### src/design/pcx_pkg.sv
// Shared types, character codes and helpers for the printable Caesar / XOR hex codec.
`timescale 1ns / 1ps
package pcx_pkg;

  localparam int unsigned AddrWidth = 4;

  localparam logic [1:0] REG_SHIFT_KEY   = 2'd0;
  localparam logic [1:0] REG_CIPHER_MODE = 2'd1;
  localparam logic [1:0] REG_ENCRYPT_DIR = 2'd2;

  localparam logic [7:0] PR_LOW    = 8'd32;
  localparam logic [7:0] PR_HIGH   = 8'd126;
  localparam logic [7:0] PR_SPAN   = 8'd95;
  localparam logic [7:0] CH_LBRACK = 8'h5B;
  localparam logic [7:0] CH_RBRACK = 8'h5D;
  localparam logic [7:0] CH_ZERO   = 8'h30;
  localparam logic [7:0] CH_NINE   = 8'h39;
  localparam logic [7:0] CH_LOW_A  = 8'h61;
  localparam logic [7:0] CH_LOW_F  = 8'h66;
  localparam logic [7:0] CH_UP_A   = 8'h41;
  localparam logic [7:0] CH_UP_F   = 8'h46;
  localparam logic [7:0] CH_LOW_X  = 8'h78;
  localparam logic [7:0] CH_UP_X   = 8'h58;

  typedef struct packed {
    logic [6:0] shift_key;
    logic       cipher_mode;
    logic       encrypt_direction;
  } cfg_t;

  typedef enum logic {
    KIND_CHAR,
    KIND_HEX
  } kind_e;

  typedef struct packed {
    kind_e      kind;
    logic [7:0] value;
  } item_t;

  typedef enum logic [1:0] {
    PH_IDLE,
    PH_LEAD_ZERO,
    PH_DIGITS,
    PH_STOP
  } parse_phase_e;

  typedef enum logic [2:0] {
    HS_OPEN,
    HS_ZERO,
    HS_X,
    HS_PAD,
    HS_HI,
    HS_LO,
    HS_CLOSE
  } hex_step_e;

  // Lowercase hex digit for a nibble.
  function automatic logic [7:0] hex_digit(logic [3:0] nib);
    logic [7:0] ch;
    if (nib < 4'd10) begin
      ch = CH_ZERO + {4'b0, nib};
    end else begin
      ch = CH_LOW_A + {4'b0, nib} - 8'd10;
    end
    return ch;
  endfunction

endpackage

### src/design/pcx_front.sv
// Front end: accepts input beats, runs the Caesar map, the XOR mask and the hex parser, queues work.
`timescale 1ns / 1ps
module pcx_front (
  input  logic          clk_i,
  input  logic          rst_ni,
  input  pcx_pkg::cfg_t cfg_i,
  input  logic          in_valid_i,
  output logic          in_ready_o,
  input  logic [7:0]    char_in_i,
  input  logic          string_end_i,
  input  logic          full_i,
  output logic          push_o,
  output pcx_pkg::item_t item_o
);

  logic                  inside_q, inside_d;
  logic [7:0]            accum_q, accum_d;
  pcx_pkg::parse_phase_e phase_q, phase_d;

  logic       accept;
  logic       is_hex;
  logic [3:0] digit;
  logic [6:0] key_eff;
  logic [8:0] rot;
  logic [7:0] caesar;

  assign in_ready_o = !full_i;
  assign accept     = in_valid_i && !full_i;

  always_comb begin
    is_hex = 1'b1;
    digit  = char_in_i[3:0];
    if (char_in_i >= pcx_pkg::CH_ZERO && char_in_i <= pcx_pkg::CH_NINE) begin
      digit = char_in_i[3:0];
    end else if ((char_in_i >= pcx_pkg::CH_LOW_A && char_in_i <= pcx_pkg::CH_LOW_F) ||
                 (char_in_i >= pcx_pkg::CH_UP_A && char_in_i <= pcx_pkg::CH_UP_F)) begin
      digit = char_in_i[3:0] + 4'd9;
    end else begin
      is_hex = 1'b0;
    end
  end

  // Key of 95 and above folds back into the printable span.
  always_comb begin
    key_eff = (cfg_i.shift_key >= pcx_pkg::PR_SPAN[6:0]) ?
              cfg_i.shift_key - pcx_pkg::PR_SPAN[6:0] : cfg_i.shift_key;
    if (cfg_i.encrypt_direction) begin
      rot = {1'b0, char_in_i} + {2'b0, key_eff};
    end else begin
      rot = {1'b0, char_in_i} + {1'b0, pcx_pkg::PR_SPAN} - {2'b0, key_eff};
    end
    if (rot > {1'b0, pcx_pkg::PR_HIGH}) begin
      rot = rot - {1'b0, pcx_pkg::PR_SPAN};
    end
    if (char_in_i >= pcx_pkg::PR_LOW && char_in_i <= pcx_pkg::PR_HIGH) begin
      caesar = rot[7:0];
    end else begin
      caesar = char_in_i;
    end
  end

  always_comb begin
    inside_d = inside_q;
    accum_d  = accum_q;
    phase_d  = phase_q;
    push_o   = 1'b0;
    item_o.kind  = pcx_pkg::KIND_CHAR;
    item_o.value = caesar;

    if (!cfg_i.cipher_mode) begin
      push_o = accept;
    end else if (cfg_i.encrypt_direction) begin
      push_o       = accept;
      item_o.kind  = pcx_pkg::KIND_HEX;
      item_o.value = char_in_i ^ {1'b0, cfg_i.shift_key};
    end else if (char_in_i == pcx_pkg::CH_LBRACK) begin
      inside_d = 1'b1;
    end else if (char_in_i == pcx_pkg::CH_RBRACK) begin
      push_o       = accept;
      item_o.value = accum_q ^ {1'b0, cfg_i.shift_key};
      inside_d     = 1'b0;
      accum_d      = '0;
      phase_d      = pcx_pkg::PH_IDLE;
    end else if (inside_q) begin
      case (phase_q)
        pcx_pkg::PH_IDLE: begin
          if (!is_hex) begin
            phase_d = pcx_pkg::PH_STOP;
          end else begin
            accum_d = {4'b0, digit};
            phase_d = (digit == 4'd0) ? pcx_pkg::PH_LEAD_ZERO : pcx_pkg::PH_DIGITS;
          end
        end
        pcx_pkg::PH_LEAD_ZERO: begin
          if (char_in_i == pcx_pkg::CH_LOW_X || char_in_i == pcx_pkg::CH_UP_X) begin
            phase_d = pcx_pkg::PH_DIGITS;
          end else if (!is_hex) begin
            phase_d = pcx_pkg::PH_STOP;
          end else begin
            accum_d = {4'b0, digit};
            phase_d = pcx_pkg::PH_DIGITS;
          end
        end
        pcx_pkg::PH_DIGITS: begin
          if (!is_hex) begin
            phase_d = pcx_pkg::PH_STOP;
          end else begin
            accum_d = {accum_q[3:0], digit};
          end
        end
        default: begin
          phase_d = phase_q;
        end
      endcase
    end

    if (string_end_i) begin
      inside_d = 1'b0;
      accum_d  = '0;
      phase_d  = pcx_pkg::PH_IDLE;
    end
  end

  always_ff @(posedge clk_i or negedge rst_ni) begin
    if (!rst_ni) begin
      inside_q <= 1'b0;
      accum_q  <= '0;
      phase_q  <= pcx_pkg::PH_IDLE;
    end else if (accept) begin
      inside_q <= inside_d;
      accum_q  <= accum_d;
      phase_q  <= phase_d;
    end
  end

endmodule

### src/design/pcx_fifo.sv
// Work queue between the front end and the byte emitter.
`timescale 1ns / 1ps
module pcx_fifo #(
  parameter int unsigned Depth = 4  // at least 2
) (
  input  logic           clk_i,
  input  logic           rst_ni,
  input  logic           push_i,
  input  pcx_pkg::item_t item_i,
  output logic           full_o,
  input  logic           pop_i,
  output pcx_pkg::item_t head_o,
  output logic           head_valid_o
);

  localparam int unsigned IdxW = $clog2(Depth);
  localparam int unsigned CntW = $clog2(Depth + 1);

  pcx_pkg::item_t  mem_q [Depth];
  logic [IdxW-1:0] wr_q, wr_d, rd_q, rd_d;
  logic [CntW-1:0] cnt_q, cnt_d;

  assign full_o       = (cnt_q == CntW'(Depth));
  assign head_valid_o = (cnt_q != '0);
  assign head_o       = mem_q[rd_q];

  always_comb begin
    wr_d  = wr_q;
    rd_d  = rd_q;
    cnt_d = cnt_q;
    if (push_i) begin
      wr_d = (wr_q == IdxW'(Depth - 1)) ? '0 : wr_q + 1'b1;
    end
    if (pop_i) begin
      rd_d = (rd_q == IdxW'(Depth - 1)) ? '0 : rd_q + 1'b1;
    end
    if (push_i && !pop_i) begin
      cnt_d = cnt_q + 1'b1;
    end else if (pop_i && !push_i) begin
      cnt_d = cnt_q - 1'b1;
    end
  end

  always_ff @(posedge clk_i) begin
    if (push_i) begin
      mem_q[wr_q] <= item_i;
    end
  end

  always_ff @(posedge clk_i or negedge rst_ni) begin
    if (!rst_ni) begin
      wr_q  <= '0;
      rd_q  <= '0;
      cnt_q <= '0;
    end else begin
      wr_q  <= wr_d;
      rd_q  <= rd_d;
      cnt_q <= cnt_d;
    end
  end

endmodule

### src/design/pcx_back.sv
// Back end: turns queued work into output beats, one byte per beat.
`timescale 1ns / 1ps
module pcx_back (
  input  logic           clk_i,
  input  logic           rst_ni,
  input  pcx_pkg::item_t head_i,
  input  logic           head_valid_i,
  output logic           pop_o,
  output logic           out_valid_o,
  input  logic           out_ready_i,
  output logic [7:0]     char_out_o,
  output logic           run_last_o
);

  pcx_pkg::hex_step_e step_q, step_d, step_nxt;
  logic       out_valid_q, out_valid_d;
  logic [7:0] char_q;
  logic       last_q;
  logic       load;
  logic [7:0] byte_sel;
  logic       last_sel;

  // Output register refills in the same cycle it is drained.
  assign load = head_valid_i && (!out_valid_q || out_ready_i);

  always_comb begin
    byte_sel = head_i.value;
    last_sel = 1'b1;
    step_nxt = pcx_pkg::HS_OPEN;
    if (head_i.kind == pcx_pkg::KIND_HEX) begin
      last_sel = 1'b0;
      case (step_q)
        pcx_pkg::HS_OPEN: begin
          byte_sel = pcx_pkg::CH_LBRACK;
          step_nxt = pcx_pkg::HS_ZERO;
        end
        pcx_pkg::HS_ZERO: begin
          byte_sel = pcx_pkg::CH_ZERO;
          step_nxt = pcx_pkg::HS_X;
        end
        pcx_pkg::HS_X: begin
          byte_sel = pcx_pkg::CH_LOW_X;
          step_nxt = pcx_pkg::HS_PAD;
        end
        pcx_pkg::HS_PAD: begin
          // high digit only when the value needs two digits
          byte_sel = pcx_pkg::CH_ZERO;
          step_nxt = (head_i.value[7:4] != 4'd0) ? pcx_pkg::HS_HI : pcx_pkg::HS_LO;
        end
        pcx_pkg::HS_HI: begin
          byte_sel = pcx_pkg::hex_digit(head_i.value[7:4]);
          step_nxt = pcx_pkg::HS_LO;
        end
        pcx_pkg::HS_LO: begin
          byte_sel = pcx_pkg::hex_digit(head_i.value[3:0]);
          step_nxt = pcx_pkg::HS_CLOSE;
        end
        pcx_pkg::HS_CLOSE: begin
          byte_sel = pcx_pkg::CH_RBRACK;
          last_sel = 1'b1;
          step_nxt = pcx_pkg::HS_OPEN;
        end
        default: begin
          byte_sel = pcx_pkg::CH_LBRACK;
          step_nxt = pcx_pkg::HS_OPEN;
        end
      endcase
    end
  end

  always_comb begin
    step_d      = step_q;
    out_valid_d = out_valid_q;
    pop_o       = 1'b0;
    if (load) begin
      step_d      = step_nxt;
      out_valid_d = 1'b1;
      pop_o       = last_sel;
    end else if (out_ready_i) begin
      out_valid_d = 1'b0;
    end
  end

  always_ff @(posedge clk_i or negedge rst_ni) begin
    if (!rst_ni) begin
      step_q      <= pcx_pkg::HS_OPEN;
      out_valid_q <= 1'b0;
    end else begin
      step_q      <= step_d;
      out_valid_q <= out_valid_d;
    end
  end

  always_ff @(posedge clk_i) begin
    if (load) begin
      char_q <= byte_sel;
      last_q <= last_sel;
    end
  end

  assign out_valid_o = out_valid_q;
  assign char_out_o  = char_q;
  assign run_last_o  = last_q;

endmodule

### src/design/printable_caesar_xor_hex_codec_top.sv
// Printable Caesar / XOR hex text codec: top level with APB register file.
//
// Input stream: one text byte per beat, tlast marks the end of a string.
// Output stream: produced text bytes, tlast on the final byte made by one input.
// APB registers: 0x0 shift_key, 0x4 cipher_mode, 0x8 encrypt_direction; write them
// only while no beat is in flight.
// Caesar mode: one output byte per input byte. XOR encrypt: six or seven output
// bytes "[0x0..]" per input byte. XOR decrypt: hex text between brackets is parsed,
// one byte per closing bracket, all other bytes give no output.
// Path: an accepted input byte is written into the queue, then loaded into the output register.
// Throughput: one input per cycle while the queue has room and output bytes flow one
// per cycle; the back end emits one byte per cycle, so XOR encrypt input waits on its output bytes.
// A QueueDepth-entry queue sits between front and back; when the sink stalls the
// output register holds its beat, the queue fills and then s_axis_tready drops.
// Reset: shift_key 0, Caesar mode, encrypt; parser cleared, queue and output empty.
`timescale 1ns / 1ps
module printable_caesar_xor_hex_codec_top #(
  parameter int unsigned QueueDepth = 4
) (
  input  logic                           clk_i,
  input  logic                           rst_ni,
  input  logic                           s_axis_tvalid,
  output logic                           s_axis_tready,
  input  logic [7:0]                     s_axis_tdata,  // [7:0] char_in
  input  logic                           s_axis_tlast,
  output logic                           m_axis_tvalid,
  input  logic                           m_axis_tready,
  output logic [7:0]                     m_axis_tdata,  // [7:0] char_out
  output logic                           m_axis_tlast,
  input  logic                           psel,
  input  logic                           penable,
  input  logic                           pwrite,
  input  logic [pcx_pkg::AddrWidth-1:0]  paddr,
  input  logic [31:0]                    pwdata,
  output logic [31:0]                    prdata,
  output logic                           pready
);

  pcx_pkg::cfg_t  cfg_q;
  pcx_pkg::item_t push_item, head_item;
  logic           push, pop, full, head_valid;
  logic           wr_en;
  logic [1:0]     reg_idx;

  assign pready  = 1'b1;
  assign reg_idx = paddr[3:2];
  assign wr_en   = psel && penable && pwrite;

  always_ff @(posedge clk_i or negedge rst_ni) begin
    if (!rst_ni) begin
      cfg_q.shift_key         <= '0;
      cfg_q.cipher_mode       <= 1'b0;
      cfg_q.encrypt_direction <= 1'b1;
    end else if (wr_en) begin
      case (reg_idx)
        pcx_pkg::REG_SHIFT_KEY:   cfg_q.shift_key         <= pwdata[6:0];
        pcx_pkg::REG_CIPHER_MODE: cfg_q.cipher_mode       <= pwdata[0];
        pcx_pkg::REG_ENCRYPT_DIR: cfg_q.encrypt_direction <= pwdata[0];
        default: begin
          cfg_q <= cfg_q;
        end
      endcase
    end
  end

  always_comb begin
    case (reg_idx)
      pcx_pkg::REG_SHIFT_KEY:   prdata = {25'b0, cfg_q.shift_key};
      pcx_pkg::REG_CIPHER_MODE: prdata = {31'b0, cfg_q.cipher_mode};
      pcx_pkg::REG_ENCRYPT_DIR: prdata = {31'b0, cfg_q.encrypt_direction};
      default:                  prdata = '0;
    endcase
  end

  pcx_front u_front (
    .clk_i        (clk_i),
    .rst_ni       (rst_ni),
    .cfg_i        (cfg_q),
    .in_valid_i   (s_axis_tvalid),
    .in_ready_o   (s_axis_tready),
    .char_in_i    (s_axis_tdata),
    .string_end_i (s_axis_tlast),
    .full_i       (full),
    .push_o       (push),
    .item_o       (push_item)
  );

  pcx_fifo #(
    .Depth (QueueDepth)
  ) u_fifo (
    .clk_i        (clk_i),
    .rst_ni       (rst_ni),
    .push_i       (push),
    .item_i       (push_item),
    .full_o       (full),
    .pop_i        (pop),
    .head_o       (head_item),
    .head_valid_o (head_valid)
  );

  pcx_back u_back (
    .clk_i        (clk_i),
    .rst_ni       (rst_ni),
    .head_i       (head_item),
    .head_valid_i (head_valid),
    .pop_o        (pop),
    .out_valid_o  (m_axis_tvalid),
    .out_ready_i  (m_axis_tready),
    .char_out_o   (m_axis_tdata),
    .run_last_o   (m_axis_tlast)
  );

endmodule

### config.mk
export PLATFORM = sky130hd
export DESIGN_NAME = printable_caesar_xor_hex_codec_top
export DESIGN_NICKNAME = d
export VERILOG_FILES = /design/src/design/pcx_pkg.sv /design/src/design/pcx_front.sv /design/src/design/pcx_fifo.sv /design/src/design/pcx_back.sv /design/src/design/printable_caesar_xor_hex_codec_top.sv
export SDC_FILE = /design/constraint.sdc
export NUM_CORES = 1
export LEC_CHECK = 0
export BUFFER_PORTS_ARGS = -buffer_cell sky130_fd_sc_hd__buf_4
export CAP_MARGIN = 15
export CORE_MARGIN = 2
export CORE_UTILIZATION = 58
export CTS_CLUSTER_SIZE = 20
export DETAILED_ROUTE_END_ITERATION = 12
export PLACE_DENSITY = 0.87
export SYNTH_ARGS = -nofsm -noshare
export SYNTH_HDL_FRONTEND = slang
export SYNTH_SLANG_ARGS = --single-unit
### constraint.sdc
create_clock -name clk_i -period 6.1 [get_ports clk_i]
set_clock_uncertainty 0.1 [all_clocks]
set_input_delay 1.22 -clock clk_i [delete_from_list [all_inputs] [get_ports clk_i]]
set_output_delay 1.22 -clock clk_i [all_outputs]
set_load 0.01 [all_outputs]
## Word level (Yosys, flattened, before mapping)

Memories as Yosys holds them, arrays and structs flattened.
Index checks and enable logic that the tools add are counted.

| word-level totals | value |
|---|---|
| RAM bits | 36 |
| logic and storage cells | 165 |
| memories kept | 1 |
| output and inout port bits | 44 |
| flip-flop bits (word level) | 40 |

Memory list:

| name | depth | bits a word | read ports | clocked after Yosys merged registers in | wr ports | line | text |
|---|---|---|---|---|---|---|---|
| u_fifo.mem_q | 4 | 9 | 1 | 0 | 1 | pcx_fifo.sv:19 | `pcx_pkg::item_t mem_q [Depth];` |

| operators by class | value |
|---|---|
| bitwise logic cells | 2 |
| muxes and demuxes | 63 |
| magnitude comparators | 12 |
| equal/unequal tests | 22 |
| reductions and logical operators | 36 |
| $add $sub $neg | 16 |

Operators with widths:

| cell | number |
|---|---|
| $mux W8 | 17 |
| $pmux W8 S5 | 1 |
| $eq A8 B7 Y1 const B | 4 |
| $le A8 B7 Y1 const B | 3 |
| $mux W2 | 12 |
| $pmux W8 S3 | 1 |
| $mux W1 | 21 |
| $pmux W7 S3 | 1 |
| $mux W9 | 2 |
| $pmux W3 S6 | 1 |
| $add A7 B4 Y8 const A | 2 |
| $ge A8 B6 Y1 const B | 2 |
| $ge A8 B7 Y1 const B | 2 |
| $sub A8 B4 Y8 const B | 2 |
| $xor A8 B7 Y8 | 2 |
| $add A6 B4 Y7 const A | 2 |
| $eq A3 B3 Y1 const B | 4 |
| $logic_and A1 B1 Y1 | 10 |
| $add A8 B7 Y9 | 1 |
| $add A8 B7 Y9 const B | 1 |
| $gt A9 B7 Y1 const B | 1 |
| $mux W3 | 3 |
| $reduce_bool A3 Y1 | 3 |
| $sub A9 B7 Y9 | 1 |
| other kinds (33) | 52 |

## Depth between registers and ports, before layout

| logic depth | value |
|---|---|
| depth after elaboration | 15 |
| gate-level depth with buffers | 18 |

## By module

A second synthesis with hierarchy kept.

| second synthesis, totals | value |
|---|---|
| cell total of the unflattened synthesis | 590 |
| area, all modules | 5835.6 µm² |

By module, submodules not included:

| module | sequential area each (µm²) | cells each | instances | area each (µm²) |
|---|---|---|---|---|
| pcx_front | 275.3 | 359 | 1 | 2593.7 |
| pcx_fifo | 1256.2 | 84 | 1 | 1716.6 |
| pcx_back | 370.4 | 87 | 1 | 889.6 |
| printable_caesar_xor_hex_codec_top | 226.5 | 60 | 1 | 635.6 |

## Worst setup path before layout

Ideal clock, no wire load.

| path | value |
|---|---|
| path type | flip-flop to flip-flop |
| start | register cfg_q[4] (netlist name) |
| end | memory u_fifo.mem_q[0][0] (netlist name), data pin |
| buffers on the path | 1 |
| cell stages (with the launch flop) | 18 |
| period minus slack after synthesis | 4339 ps |
| required time | 5728 ps |
| library setup time | 272 ps |
| data arrival time | 3967 ps |
| path slack | 1761 ps |
| cell sequence | dfrtp_1 clkbuf_1 and3_1 nor2b_1 o21a_1 nand4_1 xnor2_1 ha_1 inv_1 ha_1 a21o_1 o211ai_2 a21boi_1 o311a_4 o41ai_4 nor2_2 xnor2_1 a221o_1 |

RTL lines:

| what | line | text |
|---|---|---|
| from (decl) | printable_caesar_xor_hex_codec_top.sv:39 | `pcx_pkg::cfg_t cfg_q;` |
| from (signal assigned) | printable_caesar_xor_hex_codec_top.sv:60 | `cfg_q <= cfg_q;` |
| to (decl) | pcx_fifo.sv:19 |  |

==> report_table.html <==
<table>
<tr><th>Metric</th><th>Value</th></tr>
<tr><th colspan="2">Setup path</th></tr>
<tr><td>Worst reg2reg startpoint</td><td>cfg_q[2]$_DFFE_PN0P_</td></tr>
<tr><td>Required @ worst endpoint</td><td>6.08 ns</td></tr>
<tr><td>Worst Reg2Reg Path Length in Cells</td><td>15</td></tr>
<tr><td>Arrival time reported for the critical path endpoint</td><td>4.92 ns</td></tr>
<tr><td>First element of the critical path</td><td>cfg_q[2]$_DFFE_PN0P_</td></tr>
<tr><td>Startpoint type of the worst setup path</td><td>register</td></tr>
<tr><td>Maximum fanout count along the critical path</td><td>9</td></tr>
<tr><td>Worst setup EP type</td><td>register</td></tr>
<tr><td>Kind of critical path</td><td>register to register</td></tr>
<tr><th colspan="2">Logic synthesis</th></tr>
<tr><td>Library cells used by synthesis</td><td>70</td></tr>
<tr><td>Number of warnings issued by yosys</td><td>0</td></tr>
<tr><td>Dominant synthesized flop cell</td><td>sky130_fd_sc_hd__edfxtp_1</td></tr>
<tr><td>Cell area after synthesis</td><td>5710 sq um</td></tr>
<tr><td>Number of enable-type register cells in the synthesized netlist</td><td>45</td></tr>
<tr><td>Share of Yosys cell area claimed by the top area cell type</td><td>23.7%</td></tr>
<tr><td>Post-synthesis cell type with the largest combined area</td><td>sky130_fd_sc_hd__edfxtp_1</td></tr>
<tr><td>Flop and latch count out of synthesis</td><td>76</td></tr>
<tr><td>Fraction of the yosys area taken by sequential cells</td><td>37.3%</td></tr>
<tr><td>Post-Syn Area per Cell</td><td>9.52 sq um</td></tr>
<tr><td>Top post-synthesis cells by area</td><td>sky130_fd_sc_hd__edfxtp_1 (24%), sky130_fd_sc_hd__dfrtp_1 (13%), sky130_fd_sc_hd__ha_1 (9.0%)</td></tr>
<tr><td>Ys async rst share</td><td>40.8%</td></tr>
<tr><td>Gate count of the mapped netlist</td><td>600</td></tr>
<tr><th colspan="2">CTS</th></tr>
<tr><td>Post-cts repair resize count</td><td>0</td></tr>
<tr><td>TritonCTS clock tree</td><td>done</td></tr>
<tr><td>Inserted Clock Buffers</td><td>9</td></tr>
<tr><td>Clk slew on worst S/H paths</td><td>0.08 ns</td></tr>
<tr><td>Max Buffers Root-to-Sink</td><td>2</td></tr>
<tr><td>Cts hold-fix bufs</td><td>0</td></tr>
<tr><td>Setup fix buffers added after clock tree synthesis</td><td>0</td></tr>
<tr><td>Cell at the root of the clock tree</td><td>sky130_fd_sc_hd__clkbuf_8</td></tr>
<tr><td>Later-pin clock latency in the skew report</td><td>0.35 ns</td></tr>
<tr><td>Total clock sinks</td><td>76</td></tr>
<tr><td>CTS H-tree depth</td><td>3</td></tr>
<tr><th colspan="2">Die</th></tr>
<tr><td>Placeable core region</td><td>9680 sq um</td></tr>
<tr><td>Site row count</td><td>36</td></tr>
<tr><td>Floorplan die area</td><td>10,700 sq um</td></tr>
<tr><td>Horiz. Die Dim</td><td>103 microns</td></tr>
<tr><td>Die Height</td><td>103 microns</td></tr>
<tr><td>Ports</td><td>96</td></tr>
<tr><td>Initial core utilization</td><td>59.0%</td></tr>
<tr><th colspan="2">STA</th></tr>
<tr><td>Max-slew headroom</td><td>30.1%</td></tr>
<tr><td>Final min period</td><td>4.94 ns</td></tr>
<tr><td>Post-route setup TNS</td><td>0 ns</td></tr>
<tr><td>Crit share post-route</td><td>81.0%</td></tr>
<tr><td>Number of endpoints with negative hold slack in the final report</td><td>0</td></tr>
<tr><td>Slew Viols, Final</td><td>0</td></tr>
<tr><td>Final Setup Violations</td><td>0</td></tr>
<tr><td>Slew of the pin with the lowest slew margin</td><td>1.05 ns</td></tr>
<tr><td>Highest achievable clock rate</td><td>202 MHz</td></tr>
<tr><td>Setup repair after global routing missed its margin</td><td>false</td></tr>
<tr><th colspan="2">Placed design</th></tr>
<tr><td>Post-Place Cell Area</td><td>5970 sq um</td></tr>
<tr><td>Port-buffer cells</td><td>42</td></tr>
<tr><td>Half-perimeter wire length after detailed placement</td><td>9340 microns</td></tr>
<tr><td>Last weighted congestion value of the routability-driven placer</td><td>0.930</td></tr>
<tr><th colspan="2">Final layout</th></tr>
<tr><td>Ratio of cells with drive above 1 in the final layout</td><td>15.0%</td></tr>
<tr><td>Number of diodes added for antenna fixing</td><td>0</td></tr>
<tr><td>Most common cell after layout, fill and taps aside</td><td>sky130_fd_sc_hd__o21ai_0</td></tr>
<tr><td>P&amp;R area growth vs syn</td><td>8.42%</td></tr>
<tr><td>Post-layout nets</td><td>717</td></tr>
<tr><td>Most frequent cells in the layout</td><td>sky130_fd_sc_hd__o21ai_0 (50), sky130_fd_sc_hd__inv_1 (46), sky130_fd_sc_hd__edfxtp_1 (45)</td></tr>
<tr><td>Area of all placed cells without fillers</td><td>6190 sq um</td></tr>
<tr><th colspan="2">Power</th></tr>
<tr><td>Net Sw Power</td><td>1.16 mW</td></tr>
<tr><td>Power share of the sequential group</td><td>33.6%</td></tr>
<tr><td>Net switching share of the total power</td><td>42.2%</td></tr>
<tr><td>Highest ir drop seen on vdd</td><td>202 uV</td></tr>
<tr><td>Comb power frac</td><td>50.7%</td></tr>
<tr><td>Standby leakage power</td><td>2.56 nW</td></tr>
<tr><td>Cell internal power dissipation</td><td>1.59 mW</td></tr>
<tr><td>Clock Power Share</td><td>15.7%</td></tr>
<tr><td>Power density of the placed cells</td><td>444 nW/um^2</td></tr>
<tr><th colspan="2">Route</th></tr>
<tr><td>Post-detailed-route DRC marker count</td><td>0</td></tr>
<tr><td>Final ANT Viol Nets</td><td>0</td></tr>
<tr><td>Final routed wirelength across all metal layers</td><td>12,700 microns</td></tr>
<tr><td>Post-DR vias/cell</td><td>6.08</td></tr>
<tr><td>Routed length per instance</td><td>16.7 microns</td></tr>
<tr><td>DR pass1 iterations</td><td>6</td></tr>
<tr><td>Vias after detailed routing</td><td>4,617</td></tr>
<tr><td>First DRT Iteration DRCs</td><td>493</td></tr>
<tr><th colspan="2">GRT</th></tr>
<tr><td>Wire length of the first global-routing pass</td><td>21,000 microns</td></tr>
<tr><td>Largest net degree at the start of global routing</td><td>35</td></tr>
<tr><td>Vias in the first global route</td><td>4,584</td></tr>
<tr><td>Total GRT Usage</td><td>25.2%</td></tr>
<tr><td>Leftover overflow at the end of global routing</td><td>0</td></tr>
<tr><td>Initial antenna violation count</td><td>0</td></tr>
<tr><th colspan="2">Run</th></tr>
<tr><td>Maxcap violations</td><td>0</td></tr>
<tr><th colspan="2">Min path</th></tr>
<tr><td>Worst hold path cell count</td><td>1</td></tr>
<tr><td>Launch instance of the worst min-delay path</td><td>u_fifo.cnt_q[2]$_DFFE_PN0P_</td></tr>
<tr><td>Path class of the lowest-slack min-delay path</td><td>register to register</td></tr>
<tr><th colspan="2">Outcome</th></tr>
<tr><td>Result of the run</td><td>completed</td></tr>
</table>
[worst paths after layout]
check                                                 endpoint  slack [ns]
max in group asynchronous                 cfg_q[0]$_DFFE_PN1P_        4.88
worst min-delay path               u_fifo.cnt_q[2]$_DFFE_PN0P_        0.40
worst min register to register     u_fifo.cnt_q[2]$_DFFE_PN0P_        0.40
worst max register to register    u_fifo.mem_q[0][0]$_DFFE_PP_        1.16
worst max-delay path              u_fifo.mem_q[0][0]$_DFFE_PP_        1.16
min in group asynchronous       u_front.accum_q[3]$_DFFE_PN0P_        0.70
[synthesized netlist by cell type, types with 5 or more instances]
cell type	number
sky130_fd_sc_hd__o21ai_0	50
sky130_fd_sc_hd__inv_1	46
sky130_fd_sc_hd__edfxtp_1	45
sky130_fd_sc_hd__nor2_1	42
sky130_fd_sc_hd__ha_1	41
sky130_fd_sc_hd__a21oi_1	38
sky130_fd_sc_hd__nand2_1	36
sky130_fd_sc_hd__dfrtp_1	30
sky130_fd_sc_hd__xnor2_1	27
sky130_fd_sc_hd__buf_4	26
sky130_fd_sc_hd__clkbuf_1	24
sky130_fd_sc_hd__mux2_2	15
sky130_fd_sc_hd__nor3_1	14
sky130_fd_sc_hd__and2_1	13
sky130_fd_sc_hd__xor2_1	12
sky130_fd_sc_hd__a31oi_1	11
sky130_fd_sc_hd__nand3_1	10
sky130_fd_sc_hd__mux4_2	8
sky130_fd_sc_hd__nand4_1	7
sky130_fd_sc_hd__buf_2	6
sky130_fd_sc_hd__mux2i_1	6
sky130_fd_sc_hd__a211oi_1	5
sky130_fd_sc_hd__o211ai_1	5
sky130_fd_sc_hd__o22ai_1	5
[layout make-up]
type,instances,area [sq um]
multi-input combinational,445,3180
timing repair buffer,42,315
clock inverter,6,96.3
sequential,76,2130
tap,133,166
clock buffer,10,128
inverter,47,176
fill,731,3490
[kinds of logic after synthesis]
| kind of cell | Yosys count | synth area share (%) |
|---|---|---|
| mux | 30 | 7.41 |
| simple gates | 148 | 12.7 |
| flops | 76 | 37.3 |
| fa+ha+maj | 44 | 10.0 |
| buf+inv | 103 | 8.61 |
| other cells | 2 | 0.132 |
| compound gates | 157 | 17.6 |
| xor+xnor | 40 | 6.27 |
[sequential cells by signal (all words and copies together) (netlist names)]
name                cells
u_front.inside_q        1
cfg_q                   9
u_fifo.rd_q             2
u_fifo.mem_q           36
u_back.run_last_o       1
u_back.char_out_o       8
u_back.out_valid_o      1
u_fifo.cnt_q            3
u_front.phase_q         2
u_back.step_q           3
u_front.accum_q         8
u_fifo.wr_q             2
[routing by layer]
layer | track usage [%] | routed length (microns) | vias to the layer above
met5 | 0 | 0 | -
met2 | 41.8 | 6120 | 265
met1 | 31.8 | 5110 | 2176
met4 | 11.1 | 381 | 0
li1 | - | - | 2137
met3 | 5.58 | 1040 | 39
[critical path, stage by stage, from the launching register on]
cell and delay [ns]:
sky130_fd_sc_hd__dfrtp_1 0.56, sky130_fd_sc_hd__ha_1 0.29, sky130_fd_sc_hd__a21oi_1 0.07, sky130_fd_sc_hd__nor2b_1 0.17, sky130_fd_sc_hd__o21ai_0 0.17, sky130_fd_sc_hd__a31oi_1 0.23, sky130_fd_sc_hd__xor2_1 0.35, sky130_fd_sc_hd__ha_1 0.36
sky130_fd_sc_hd__ha_1 0.35, sky130_fd_sc_hd__a21oi_1 0.27, sky130_fd_sc_hd__a21boi_1 0.14, sky130_fd_sc_hd__o311a_4 0.38, sky130_fd_sc_hd__o41ai_4 0.52, sky130_fd_sc_hd__nor2_2 0.13, sky130_fd_sc_hd__xnor2_1 0.16, sky130_fd_sc_hd__a221o_1 0.40
[power groups by stage]
| stage | clock [mW] | sequential, mW | combinational [mW] |
|---|---|---|---|
| after floorplan | 0 | 0.838 | 1.13 |
| after global placement | 0 | 0.918 | 1.31 |
| after detailed placement | 0 | 0.931 | 1.37 |
| after CTS | 0.434 | 0.921 | 1.38 |
| after global routing | 0.458 | 0.948 | 1.55 |
| final | 0.432 | 0.923 | 1.39 |
[through the flow]
stage	utilization, %	setup WS, ns	power, mW	hold WS [ns]	instances
global placement	61.6	1.42	2.23	0.379	743
finish	63.9	1.16	2.75	0.398	759
floorplan	-	1.76	1.97	0.364	624
global route	63.9	0.851	2.96	0.424	759
detailed placement	61.6	1.27	2.30	0.396	743
CTS	63.9	1.26	2.74	0.409	759
Note: power is estimated with default switching activity, not from simulation.
